<file path="src/rtl/dmwbc_pkg.sv">
// shared types and constants of the direct-mapped write-back cache
// no dependencies
`default_nettype none

package dmwbc_pkg;

  localparam int ADDR_W       = 16;
  localparam int DATA_W       = 32;
  localparam int COST_W       = 16;
  localparam int CFG_IDX_W    = 2;
  localparam int WORD_BYTES   = 4;
  localparam int NUM_LINES    = 256;
  localparam int LINE_BYTES   = 64;
  localparam int MEMORY_BYTES = 65536;

  typedef enum logic [1:0] {
    CMD_READ  = 2'd0,
    CMD_WRITE = 2'd1,
    CMD_CLEAR = 2'd2,
    CMD_NOP   = 2'd3
  } cmd_code_e;

  typedef enum logic [1:0] {
    REG_MEM_RD   = 2'd0,
    REG_MEM_WR   = 2'd1,
    REG_CACHE_RD = 2'd2,
    REG_CACHE_WR = 2'd3
  } reg_idx_e;

  typedef enum logic [1:0] {
    COST_MEM_RD,
    COST_MEM_WR,
    COST_CACHE_RD,
    COST_CACHE_WR
  } cost_sel_e;

  typedef enum logic [2:0] {
    ST_SWEEP,
    ST_IDLE,
    ST_LOOK,
    ST_CHECK,
    ST_WB,
    ST_FILL,
    ST_ACCESS,
    ST_DONE
  } state_e;

  // controller to datapath
  typedef struct packed {
    logic      sweep;
    logic      latch;
    logic      check;
    logic      set_wb;
    logic      wb_move;
    logic      fill_move;
    logic      move_rst;
    logic      cost_en;
    cost_sel_e cost_sel;
    logic      time_clr;
    logic      tag_wr;
    logic      word_rd;
    logic      word_wr;
    logic      out_load;
  } ctl_t;

  // datapath to controller
  typedef struct packed {
    logic       sweep_done;
    logic [1:0] command;
    logic       addr_err;
    logic       is_hit;
    logic       victim_dirty;
    logic       move_last;
  } sts_t;

endpackage

`default_nettype wire

</file>
<file path="src/rtl/dmwbc_ctrl.sv">
// controller state machine of the cache: sequences lookup, write-back, fill, access
// depends on dmwbc_pkg
`default_nettype none

module dmwbc_ctrl (
  input  wire logic             clk_i,
  input  wire logic             rst_ni,
  input  wire logic             in_valid_i,
  output logic                  in_ready_o,
  output logic                  out_valid_o,
  input  wire logic             out_ready_i,
  input  wire dmwbc_pkg::sts_t  sts_i,
  output dmwbc_pkg::ctl_t       ctl_o
);

  dmwbc_pkg::state_e state_q, state_d;
  logic out_valid_q, out_valid_d;

  // state and output valid registers
  always_ff @(posedge clk_i or negedge rst_ni) begin
    if (!rst_ni) begin
      state_q     <= dmwbc_pkg::ST_SWEEP;
      out_valid_q <= 1'b0;
    end else begin
      state_q     <= state_d;
      out_valid_q <= out_valid_d;
    end
  end

  assign in_ready_o  = (state_q == dmwbc_pkg::ST_IDLE);
  assign out_valid_o = out_valid_q;

  // next state and commands
  always_comb begin
    state_d     = state_q;
    ctl_o       = '0;
    out_valid_d = out_valid_q;
    if (out_valid_q && out_ready_i) begin
      out_valid_d = 1'b0;
    end
    case (state_q)
      dmwbc_pkg::ST_SWEEP: begin
        ctl_o.sweep = 1'b1;
        if (sts_i.sweep_done) begin
          ctl_o.sweep = 1'b0;
          state_d     = dmwbc_pkg::ST_IDLE;
        end
      end
      dmwbc_pkg::ST_IDLE: begin
        if (in_valid_i) begin
          ctl_o.latch = 1'b1;
          state_d     = dmwbc_pkg::ST_LOOK;
        end
      end
      dmwbc_pkg::ST_LOOK: begin
        state_d = dmwbc_pkg::ST_CHECK;
      end
      dmwbc_pkg::ST_CHECK: begin
        ctl_o.check = 1'b1;
        state_d     = dmwbc_pkg::ST_DONE;
        case (sts_i.command)
          dmwbc_pkg::CMD_CLEAR: ctl_o.time_clr = 1'b1;
          dmwbc_pkg::CMD_NOP:   ctl_o.time_clr = 1'b0;
          default: begin
            if (!sts_i.addr_err) begin
              if (sts_i.is_hit) begin
                state_d = dmwbc_pkg::ST_ACCESS;
              end else if (sts_i.victim_dirty) begin
                ctl_o.set_wb   = 1'b1;
                ctl_o.move_rst = 1'b1;
                ctl_o.cost_en  = 1'b1;
                ctl_o.cost_sel = dmwbc_pkg::COST_MEM_WR;
                state_d        = dmwbc_pkg::ST_WB;
              end else begin
                ctl_o.move_rst = 1'b1;
                ctl_o.cost_en  = 1'b1;
                ctl_o.cost_sel = dmwbc_pkg::COST_MEM_RD;
                state_d        = dmwbc_pkg::ST_FILL;
              end
            end
          end
        endcase
      end
      dmwbc_pkg::ST_WB: begin
        ctl_o.wb_move = 1'b1;
        if (sts_i.move_last) begin
          ctl_o.move_rst = 1'b1;
          ctl_o.cost_en  = 1'b1;
          ctl_o.cost_sel = dmwbc_pkg::COST_MEM_RD;
          state_d        = dmwbc_pkg::ST_FILL;
        end
      end
      dmwbc_pkg::ST_FILL: begin
        ctl_o.fill_move = 1'b1;
        if (sts_i.move_last) begin
          ctl_o.tag_wr = 1'b1;
          state_d      = dmwbc_pkg::ST_ACCESS;
        end
      end
      dmwbc_pkg::ST_ACCESS: begin
        ctl_o.cost_en = 1'b1;
        if (sts_i.command == dmwbc_pkg::CMD_READ) begin
          ctl_o.word_rd  = 1'b1;
          ctl_o.cost_sel = dmwbc_pkg::COST_CACHE_RD;
        end else begin
          ctl_o.word_wr  = 1'b1;
          ctl_o.cost_sel = dmwbc_pkg::COST_CACHE_WR;
        end
        state_d = dmwbc_pkg::ST_DONE;
      end
      dmwbc_pkg::ST_DONE: begin
        if (!out_valid_q || out_ready_i) begin
          ctl_o.out_load = 1'b1;
          out_valid_d    = 1'b1;
          state_d        = dmwbc_pkg::ST_IDLE;
        end
      end
      default: state_d = dmwbc_pkg::ST_IDLE;
    endcase
  end

endmodule

`default_nettype wire

</file>
<file path="config.mk">
export PLATFORM = sky130hd
export DESIGN_NAME = dmwbc_ctrl
export DESIGN_NICKNAME = d
export VERILOG_FILES = /design/src/rtl/dmwbc_pkg.sv /design/src/rtl/dmwbc_ctrl.sv
export SDC_FILE = /design/constraint.sdc
export NUM_CORES = 1
export LEC_CHECK = 0
export BUFFER_PORTS_ARGS = -buffer_cell sky130_fd_sc_hd__buf_2
export CAP_MARGIN = 5
export CORE_AREA = 2 2 39 41
export DETAILED_ROUTE_END_ITERATION = 16
export DIE_AREA = 0 0 41 43
export PLACE_DENSITY = 0.57
export SETUP_SLACK_MARGIN = 0.15
export SYNTH_ARGS = -nofsm -noshare
export SYNTH_HDL_FRONTEND = slang
export SYNTH_SLANG_ARGS = --single-unit
export TNS_END_PERCENT = 1
</file>
<file path="constraint.sdc">
create_clock -name clk_i -period 1 [get_ports clk_i]
set_input_delay 0.05 -clock clk_i [delete_from_list [all_inputs] [get_ports clk_i]]
set_output_delay 0.05 -clock clk_i [all_outputs]
set_load 0.05 [all_outputs]
</file>
==> impl_metrics.csv, run 1 <==
group,metric,value,unit
worst_setup_path,r2r_cells,4,
timing,rsz0062_at_grt,"true",
worst_setup_path,crit_buf_inv,1,
timing,period_share,150,%
worst_setup_path,timing.rr.start,"state_q[2]",
worst_setup_path,max_stage_delay,0.36,ns
global_routing,antenna_found_initial,0,
timing,setup_viol,19,
clocking,path_clk_slew,0.04,ns
global_routing,grt_pass1_wl,1440,microns
routing,vias,457,
timing,slew_headroom,78.1,%
synth,synth_top_family_by_area,"simple AND/OR/NAND/NOR gates",
worst_setup_path,cp.depth,4,
synth,ys_types,21,
synth,ys_warn_count,0,
placement,dp_cells,95,
global_routing,grt_overflow,0,
synth,synth_top_area_share,28.2,%
finish,insertedDiodeCount,0,
global_routing,grt_pass1_vias,400,
worst_setup_path,crit_type,"reg2out",
floorplan,start_util,25.7,%
clocking,clk_latency,0.24,ns
global_routing,grtUsageTotal,11.9,%
routing,drt_iter0_markers,1,
clocking,cts_buffer_depth,2,
worst_setup_path,cp.required,0.95,ns
synth,synth_edf_count,0,
floorplan,dieWidth,41,microns
routing,vias_per_cell,4.62,
worst_setup_path,slowest_stage,"dfrtp_1",
placement,gp_congestion,0.713,
clocking,cts_tree,"yes",
outcome,status,"complete, but fails checks",
placement,hpwl,795,microns
timing,fin_hold_ws,0.0369,ns
synth,synth_compound_area_share,17.3,%
floorplan,row_count,14,
worst_setup_path,worst-path-max-fanout,5,
synth,syn_area,355,sq um
finish,final_area,808,sq um
clocking,cts.sinks,4,
finish,finalNonFillerCells,99,
synth,synth_mux_area_share,3.17,%
outcome,violations,"negative setup slack",
clocking,cts_buffers,3,
finish,nets,96,
worst_setup_path,critPathTopFamily,"simple AND/OR/NAND/NOR gates",
finish,final_util,58.4,%
routing,drc,0,
placement,port_buffers,27,
timing,tightest_slew,0.326,ns
worst_setup_path,r2r_setup_slack,-0.20,ns
synth,synth_seq_cells,4,
clocking,h-tree-depth,1,
clocking,root_buffer,"clkbuf_4",
worst_setup_path,path_cells,"nand3b_1, nor4_4, o21bai_1, buf_6",
worst_setup_path,crit_start,"state_q[2]",
synth,syn_inst,45,
clocking,post-cts-setup-buffer-count,0,
floorplan,die_y,43,microns
timing,skew,0.00237,ns
floorplan,coreArea,0.00138,sq mm
synth,avgSynthCellArea,7.90,sq um
power,power_density,3230,mW/mm^2
placement,place_ws,-0.330,ns
power,power,2.61,mW
synth,synth-main-ff-cell,"dfrtp_1",
min_path,holdPathStages,2,
routing,dr.pass1.iters,2,
synth,ys_top_cells_by_area,"dfrtp_1 28%, nor2_1 7.4%, a21oi_1 7.0%",
routing,ant_nets,0,
power,power.leakage,0.392,nW
routing,wire_per_inst,9.91,microns
finish,synthToLayoutAreaGrowth,127,%
synth,ys_seq_area_share,28.2,%
power,max-vdd-ir-drop,0.00170,V
synth,synth_largest_area_cell,"dfrtp_1",
min_path,min_path_type,"in2reg",
flow_run,drv_cap,0,
synth,synth_fa_ha_area_share,0,%
timing,finalHoldViolCount,0,
synth,synth.net_count,56,
timing,fmax,669,MHz
timing,drv_slew,0,
synth,async_reset_ff_share,100,%
worst_setup_path,r2r_end,"state_q[1]",
synth,synth-simple-area-share,39.1,%
worst_setup_path,cp-endpoint,"ctl_o[7]",
routing,totalWireLength,981,microns
placement,placed_area,639,sq um
timing,setup_ws,-0.496,ns
synth,synth_xor_area_share,2.46,%
floorplan,die_area,0.00176,sq mm
worst_setup_path,cp-end-kind,"output pin",
worst_setup_path,cp.arrival,1.45,ns
synth,synth_common_cells,"7 x nor2_1, 5 x a21oi_1, 4 x dfrtp_1, 4 x inv_1, 3 x and2_1",
finish,drive_gt1_share,68.7,%
floorplan,pin_count,28,
timing,period_needed,1.50,ns
timing,setup_tns,-5.99,ns
synth,yosysMostFrequentCell,"nor2_1",
global_routing,grt_max_degree,11,
worst_setup_path,start_kind,"flop",
-- area by class of cell --
cell class | instances | area, sq um
flip-flops and latches | 4 | 100
inverters | 4 | 15.0
repair buffers | 38 | 338
fillers | 127 | 576
clock buffers | 3 | 22.5
well taps | 16 | 20.0
multi-input cells | 34 | 313
-- cells by family after synthesis --
| family | count (synthesis) |
|---|---|
| AOI/OAI and AO/OA | 10 |
| xor gates and xnor gates | 1 |
| buffers and inverters | 7 |
| DFF | 4 |
| muxes | 1 |
| and+or+nand+nor | 22 |
-- layout by cell type (no fill, tap or decap), drive strengths merged --
master       count
nor4             3
nand3b           2
nand3            1
xor2             1
inv              4
buf             37
and2             3
a211o            1
a21o             2
o21bai           1
dlygate4sd3      1
dfrtp            4
nand2b           1
nor3             2
nor3b            2
a21oi            5
clkbuf           3
nor2             7
and3b            1
mux2             1
o21ai            1
-- sequential cells by signal, summed over array words and instances (netlist names) --
signal       cells
out_valid_o      1
state_q          3
-- layer usage --
metal  up-vias  share of wire, %  global-route usage (%)
met4         0               1.7                    8.00
li1        233                 -                       -
met2        17                52                    18.1
met1       205                40                    14.4
met5         -                 0                       0
met3         2               6.1                    2.09
-- worst reg2reg max path, cell delays in order (launching register included) --
cell	delay, ns
dfrtp_1	0.33
buf_4	0.19
mux2_2	0.35
a21oi_1	0.17
nor3_2	0.06
-- worst min path at each step --
stage / start / endpoint / slack, ns
4_1_cts: out_ready_i / out_valid_o / 0.03
3_5_place_dp: rst_ni / out_valid_o / -0.14
2_1_floorplan: rst_ni / out_valid_o / -0.25
6_report: out_ready_i / out_valid_o / 0.04
5_1_grt: out_ready_i / out_valid_o / 0.04
3_3_place_gp: rst_ni / out_valid_o / -0.14
-- report_power, final --
part | internal (mW) | switching, mW | total [mW]
clock network | 0.134 | 0.0664 | 0.201
registers | 0.244 | 0.0567 | 0.301
logic | 0.844 | 1.26 | 2.11
total | 1.22 | 1.39 | 2.61
-- timing repair --
| action | in CTS | in global routing |
|---|---|---|
| pin swaps | 4 | 0 |
| hold buffers | 1 | 0 |
| endpoints found under the hold margin | 4 | 0 |
| setup endpoints to repair | 21 | 21 |
| gates resized for setup | 36 | 5 |
Note: power is estimated with default switching activity, not from simulation.
==> inputs of run 2 (changes only) <==
--- a/config.mk
+++ b/config.mk
@@ -10,7 +10,7 @@
 export CORE_AREA = 2 2 39 41
 export DETAILED_ROUTE_END_ITERATION = 16
 export DIE_AREA = 0 0 41 43
-export PLACE_DENSITY = 0.57
+export PLACE_DENSITY = 0.55
 export SETUP_SLACK_MARGIN = 0.15
 export SYNTH_ARGS = -nofsm -noshare
 export SYNTH_HDL_FRONTEND = slang
==> constraint.sdc (replaced) <==
create_clock -name clk_i -period 1.83 [get_ports clk_i]
set_input_delay 0.0915 -clock clk_i [delete_from_list [all_inputs] [get_ports clk_i]]
set_output_delay 0.0915 -clock clk_i [all_outputs]
set_load 0.05 [all_outputs]
==> impl_metrics.csv, run 2 (synthesis gave the netlist of run 1 again) <==
group,metric,value,unit
clocking,cts_tree,"yes",
outcome,status,"complete, no violations",
routing,vias,422,
min_path,holdCritStartpoint,"out_ready_i",
worst_setup_path,start_kind,"flop",
finish,largest_register,"state_q",
placement,port_buffers,27,
timing,period_share,88.6,%
timing,fmax,616,MHz
power,power,1.12,mW
clocking,cts_buffers,3,
worst_setup_path,cp.arrival,1.53,ns
placement,gp_congestion,0.677,
timing,skew,0.00260,ns
routing,dr.pass1.iters,2,
placement,placed_area,524,sq um
power,power_density,1900,mW/mm^2
global_routing,grt_pass1_wl,1410,microns
global_routing,grt_max_degree,11,
min_path,min_path_type,"in2reg",
finish,insertedDiodeCount,0,
routing,drt_iter0_markers,5,
worst_setup_path,cp.required,1.74,ns
finish,final_common_cell,"buf_2",
timing,rsz0062_at_grt,"true",
timing,drv_slew,0,
worst_setup_path,r2r_cells,4,
finish,layout.cells.most_common_list,"23 x buf_2, 7 x nor2_1, 7 x buf_4, 5 x a21oi_1",
worst_setup_path,r2r_end,"state_q[1]",
routing,totalWireLength,932,microns
clocking,root_buffer,"clkbuf_4",
floorplan,start_util,25.7,%
worst_setup_path,cp-end-kind,"output pin",
power,max-vdd-ir-drop,0.000630,V
finish,synthToLayoutAreaGrowth,64.8,%
routing,vias_per_cell,4.49,
floorplan,row_count,14,
clocking,clk_latency,0.23,ns
routing,drc,0,
global_routing,grt_overflow,0,
placement,hpwl,737,microns
worst_setup_path,timing.rr.start,"state_q[2]",
timing,finalHoldViolCount,0,
finish,nets,91,
finish,largest_register_ffs,3,
clocking,path_clk_slew,0.04,ns
clocking,h-tree-depth,1,
timing,slew_headroom,80.0,%
finish,final_area,586,sq um
timing,tightest_slew,0.297,ns
power,power.leakage,0.333,nW
worst_setup_path,crit_type,"reg2out",
routing,wire_per_inst,9.91,microns
worst_setup_path,worst-path-max-fanout,5,
floorplan,die_y,43,microns
timing,setup_viol,0,
global_routing,grtUsageTotal,11.8,%
routing,ant_nets,0,
global_routing,antenna_found_initial,0,
min_path,hold_end,"out_valid_o",
floorplan,dieWidth,41,microns
timing,period_needed,1.62,ns
floorplan,coreArea,0.00138,sq mm
floorplan,die_area,0.00176,sq mm
finish,drive_gt1_share,50.0,%
floorplan,pin_count,28,
clocking,cts_buffer_depth,2,
finish,fillers,144,
min_path,holdPathStages,2,
clocking,cts.sinks,4,
flow_run,drv_cap,0,
global_routing,grt_pass1_vias,374,
worst_setup_path,r2r_setup_slack,0.56,ns
==> run 2: critical path: stages (launching register included) <==
cell	delay, ns
dfrtp_1	0.36
nand3b_1	0.24
nor4_4	0.33
o21bai_1	0.16
buf_4	0.21
==> run 2: layout make-up <==
class / instances / area (sq um) / share of cell area [%]
sequential: 4 / 100 / 17.1
timing repair buffer: 33 / 196 / 33.5
inverter: 4 / 15.0 / 2.56
multi-input combinational: 34 / 231 / 39.5
clock buffer: 3 / 22.5 / 3.85
tap: 16 / 20.0 / 3.42
==> run 2: layer usage <==
metal	track usage (%)	wire (microns)	vias up
li1	-	-	223
met2	17.8	448	13
met3	3.14	50	0
met1	13.7	433	186
met5	0	0	-
met4	8.00	0	0
==> run 2: repair_timing <==
item / in CTS / in global routing
setup endpoints to repair: 2 / 4
resized for setup: 1 / 6
endpoints found under the hold margin: 4 / 0
buffers inserted: 0 / 2
hold buffers: 1 / 0
pin swaps: 0 / 1
==> run 2: through the flow <==
stage	hold slack [ns]	setup WS [ns]	setup TNS, ns	util (%)	std cells
floorplan	-0.204	-0.100	-0.183	-	45
global placement	-0.101	0.459	0	37.9	88
detailed placement	-0.102	0.406	0	37.9	88
CTS	0.0907	0.149	0	40.4	92
global route	0.0922	0.0907	0	42.3	94
finish	0.0987	0.208	0	42.3	94
==> run 2: where the power goes <==
group          switching, mW  internal [mW]
clock                 0.0326         0.0731
sequential            0.0227          0.133
combinational          0.605          0.248
total                  0.661          0.455
==> run 2: how the worst max path moves through the flow <==
stage | from | end | slack [ns]
after floorplan | state_q[0] | ctl_o[5] | -0.10
after global placement | state_q[2] | ctl_o[7] | 0.46
after detailed placement | state_q[2] | ctl_o[7] | 0.41
after CTS | state_q[2] | ctl_o[11] | 0.15
after global routing | state_q[2] | ctl_o[7] | 0.09
final | state_q[2] | ctl_o[7] | 0.21
==> inputs of run 3 (changes only) <==
==> constraint.sdc (replaced) <==
create_clock -name clk_i -period 1.67 [get_ports clk_i]
set_input_delay 0.0835 -clock clk_i [delete_from_list [all_inputs] [get_ports clk_i]]
set_output_delay 0.0835 -clock clk_i [all_outputs]
set_load 0.05 [all_outputs]
==> impl_metrics.csv, run 3 (synthesis gave the netlist of run 1 again) <==
group,metric,value,unit
global_routing,grt_max_degree,11,
floorplan,dieWidth,41,microns
power,power,1.26,mW
power,switchingPower,733,uW
worst_setup_path,worst-path-max-fanout,7,
finish,insertedDiodeCount,0,
finish,layout.cells.most_common_list,"23 x buf_2, 6 x nor2_1, 6 x buf_4, 5 x a21oi_1",
outcome,status,"complete, no violations",
clocking,cts_tree,"yes",
flow_run,drv_cap,0,
power,max-vdd-ir-drop,0.000729,V
global_routing,grt_pass1_wl,1150,microns
floorplan,pin_count,28,
floorplan,row_count,14,
power,power.leakage,0.342,nW
timing,setup_viol,0,
routing,drc,0,
placement,hpwl,684,microns
clocking,clk_latency,0.23,ns
routing,vias,417,
timing,finalHoldViolCount,0,
finish,drive_gt1_share,53.8,%
power,seq_power_share,14.0,%
placement,place_ws,0.257,ns
routing,wire_per_inst,9.36,microns
worst_setup_path,crit_type,"reg2out",
timing,fin_hold_ws,0.0786,ns
finish,final_common_cell,"buf_2",
worst_setup_path,start_kind,"flop",
min_path,min_path_type,"in2reg",
timing,slew_headroom,79.1,%
timing,drv_slew,0,
floorplan,die_y,43,microns
clocking,h-tree-depth,1,
timing,rsz0062_at_grt,"true",
clocking,path_clk_slew,0.03,ns
timing,tightest_slew,0.312,ns
timing,period_share,91.1,%
finish,synthToLayoutAreaGrowth,73.2,%
timing,skew,0.00132,ns
timing,fmax,657,MHz
clocking,cts_buffers,3,
global_routing,grtUsageTotal,9.78,%
routing,totalWireLength,880,microns
floorplan,start_util,25.7,%
timing,setup_ws,0.149,ns
power,power_frac_clock,9.1,%
floorplan,die_area,0.00176,sq mm
finish,fillers,150,
timing,period_needed,1.52,ns
routing,vias_per_cell,4.44,
global_routing,antenna_found_initial,0,
finish,largest_register_ffs,3,
placement,gp_congestion,0.636,
routing,dr.pass1.iters,3,
power,power_density,2040,mW/mm^2
power,power_switching_share,58.3,%
global_routing,grt_pass1_vias,326,
worst_setup_path,cp.required,1.59,ns
power,internal-power,524,uW
global_routing,grt_overflow,0,
clocking,root_buffer,"clkbuf_4",
routing,drt_iter0_markers,4,
worst_setup_path,cp.arrival,1.44,ns
floorplan,coreArea,0.00138,sq mm
routing,ant_nets,0,
clocking,cts.sinks,4,
finish,nets,91,
power,combinationalPowerShare,76.9,%
placement,port_buffers,27,
finish,largest_register,"state_q",
clocking,cts_buffer_depth,2,
worst_setup_path,cp-end-kind,"output pin",
run 3: layer usage:
layer | routed length (microns) | global-route usage [%] | vias up
met2 | 461 | 16.3 | 12
met4 | 0 | 8.00 | 0
met1 | 376 | 9.77 | 183
met3 | 42 | 1.57 | 0
met5 | 0 | 0 | -
li1 | - | - | 222
run 3: path summary, 6_finish.rpt:
| path | start | end | slack [ns] | cells after the start |
|---|---|---|---|---|
| max | state_q[0] | ctl_o[8] | 0.15 | 5 |
| min | out_ready_i | out_valid_o | 0.08 | 2 |
| max reg2reg | state_q[2] | state_q[0] | 0.49 | 4 |
| min reg2reg | out_valid_o | out_valid_o | 0.55 | 2 |
| max in group asynchronous | rst_ni | out_valid_o | 1.37 | 2 |
| min in group asynchronous | rst_ni | state_q[1] | 0.19 | 2 |
run 3: timing repair:
action                                  in CTS  in global routing
hold buffers                                 1                  0
resized for setup                            3                  7
cloned                                       0                  0
pin swaps                                    1                  2
endpoints found under the hold margin        4                  0
buffers inserted                             2                  0
endpoints found under the setup margin       4                  8
run 3: cell type report:
class	count	area (sq um)	area share [%]
repair buffers	33	208	33.7
inverters	4	15.0	2.44
clock buffers	3	22.5	3.66
flip-flops and latches	4	100	16.3
multi-input cells	34	250	40.7
well taps	16	20.0	3.25
run 3: critical path, cell delays in order (launching register included):
cell	delay (ns)
dfrtp_1	0.41
buf_4	0.18
nand2b_1	0.19
nor2_1	0.14
a21o_1	0.14
buf_6	0.15
run 3: through the flow:
stage	setup TNS [ns]	std cells	util, %	instance area, sq um
CTS	0	94	42.4	587
global placement	0	88	38.4	532
detailed placement	0	88	38.4	532
floorplan	-0.706	45	-	374
global route	0	94	44.5	616
finish	0	94	44.5	616
run 3: power by group through the flow:
stage                     clock network (mW)  registers, mW  logic, mW
after floorplan                            0          0.210      0.684
after global placement                     0          0.177      0.906
after detailed placement                   0          0.177      0.901
after CTS                              0.122          0.176      0.931
after global routing                   0.130          0.181       1.02
final                                  0.115          0.176      0.966
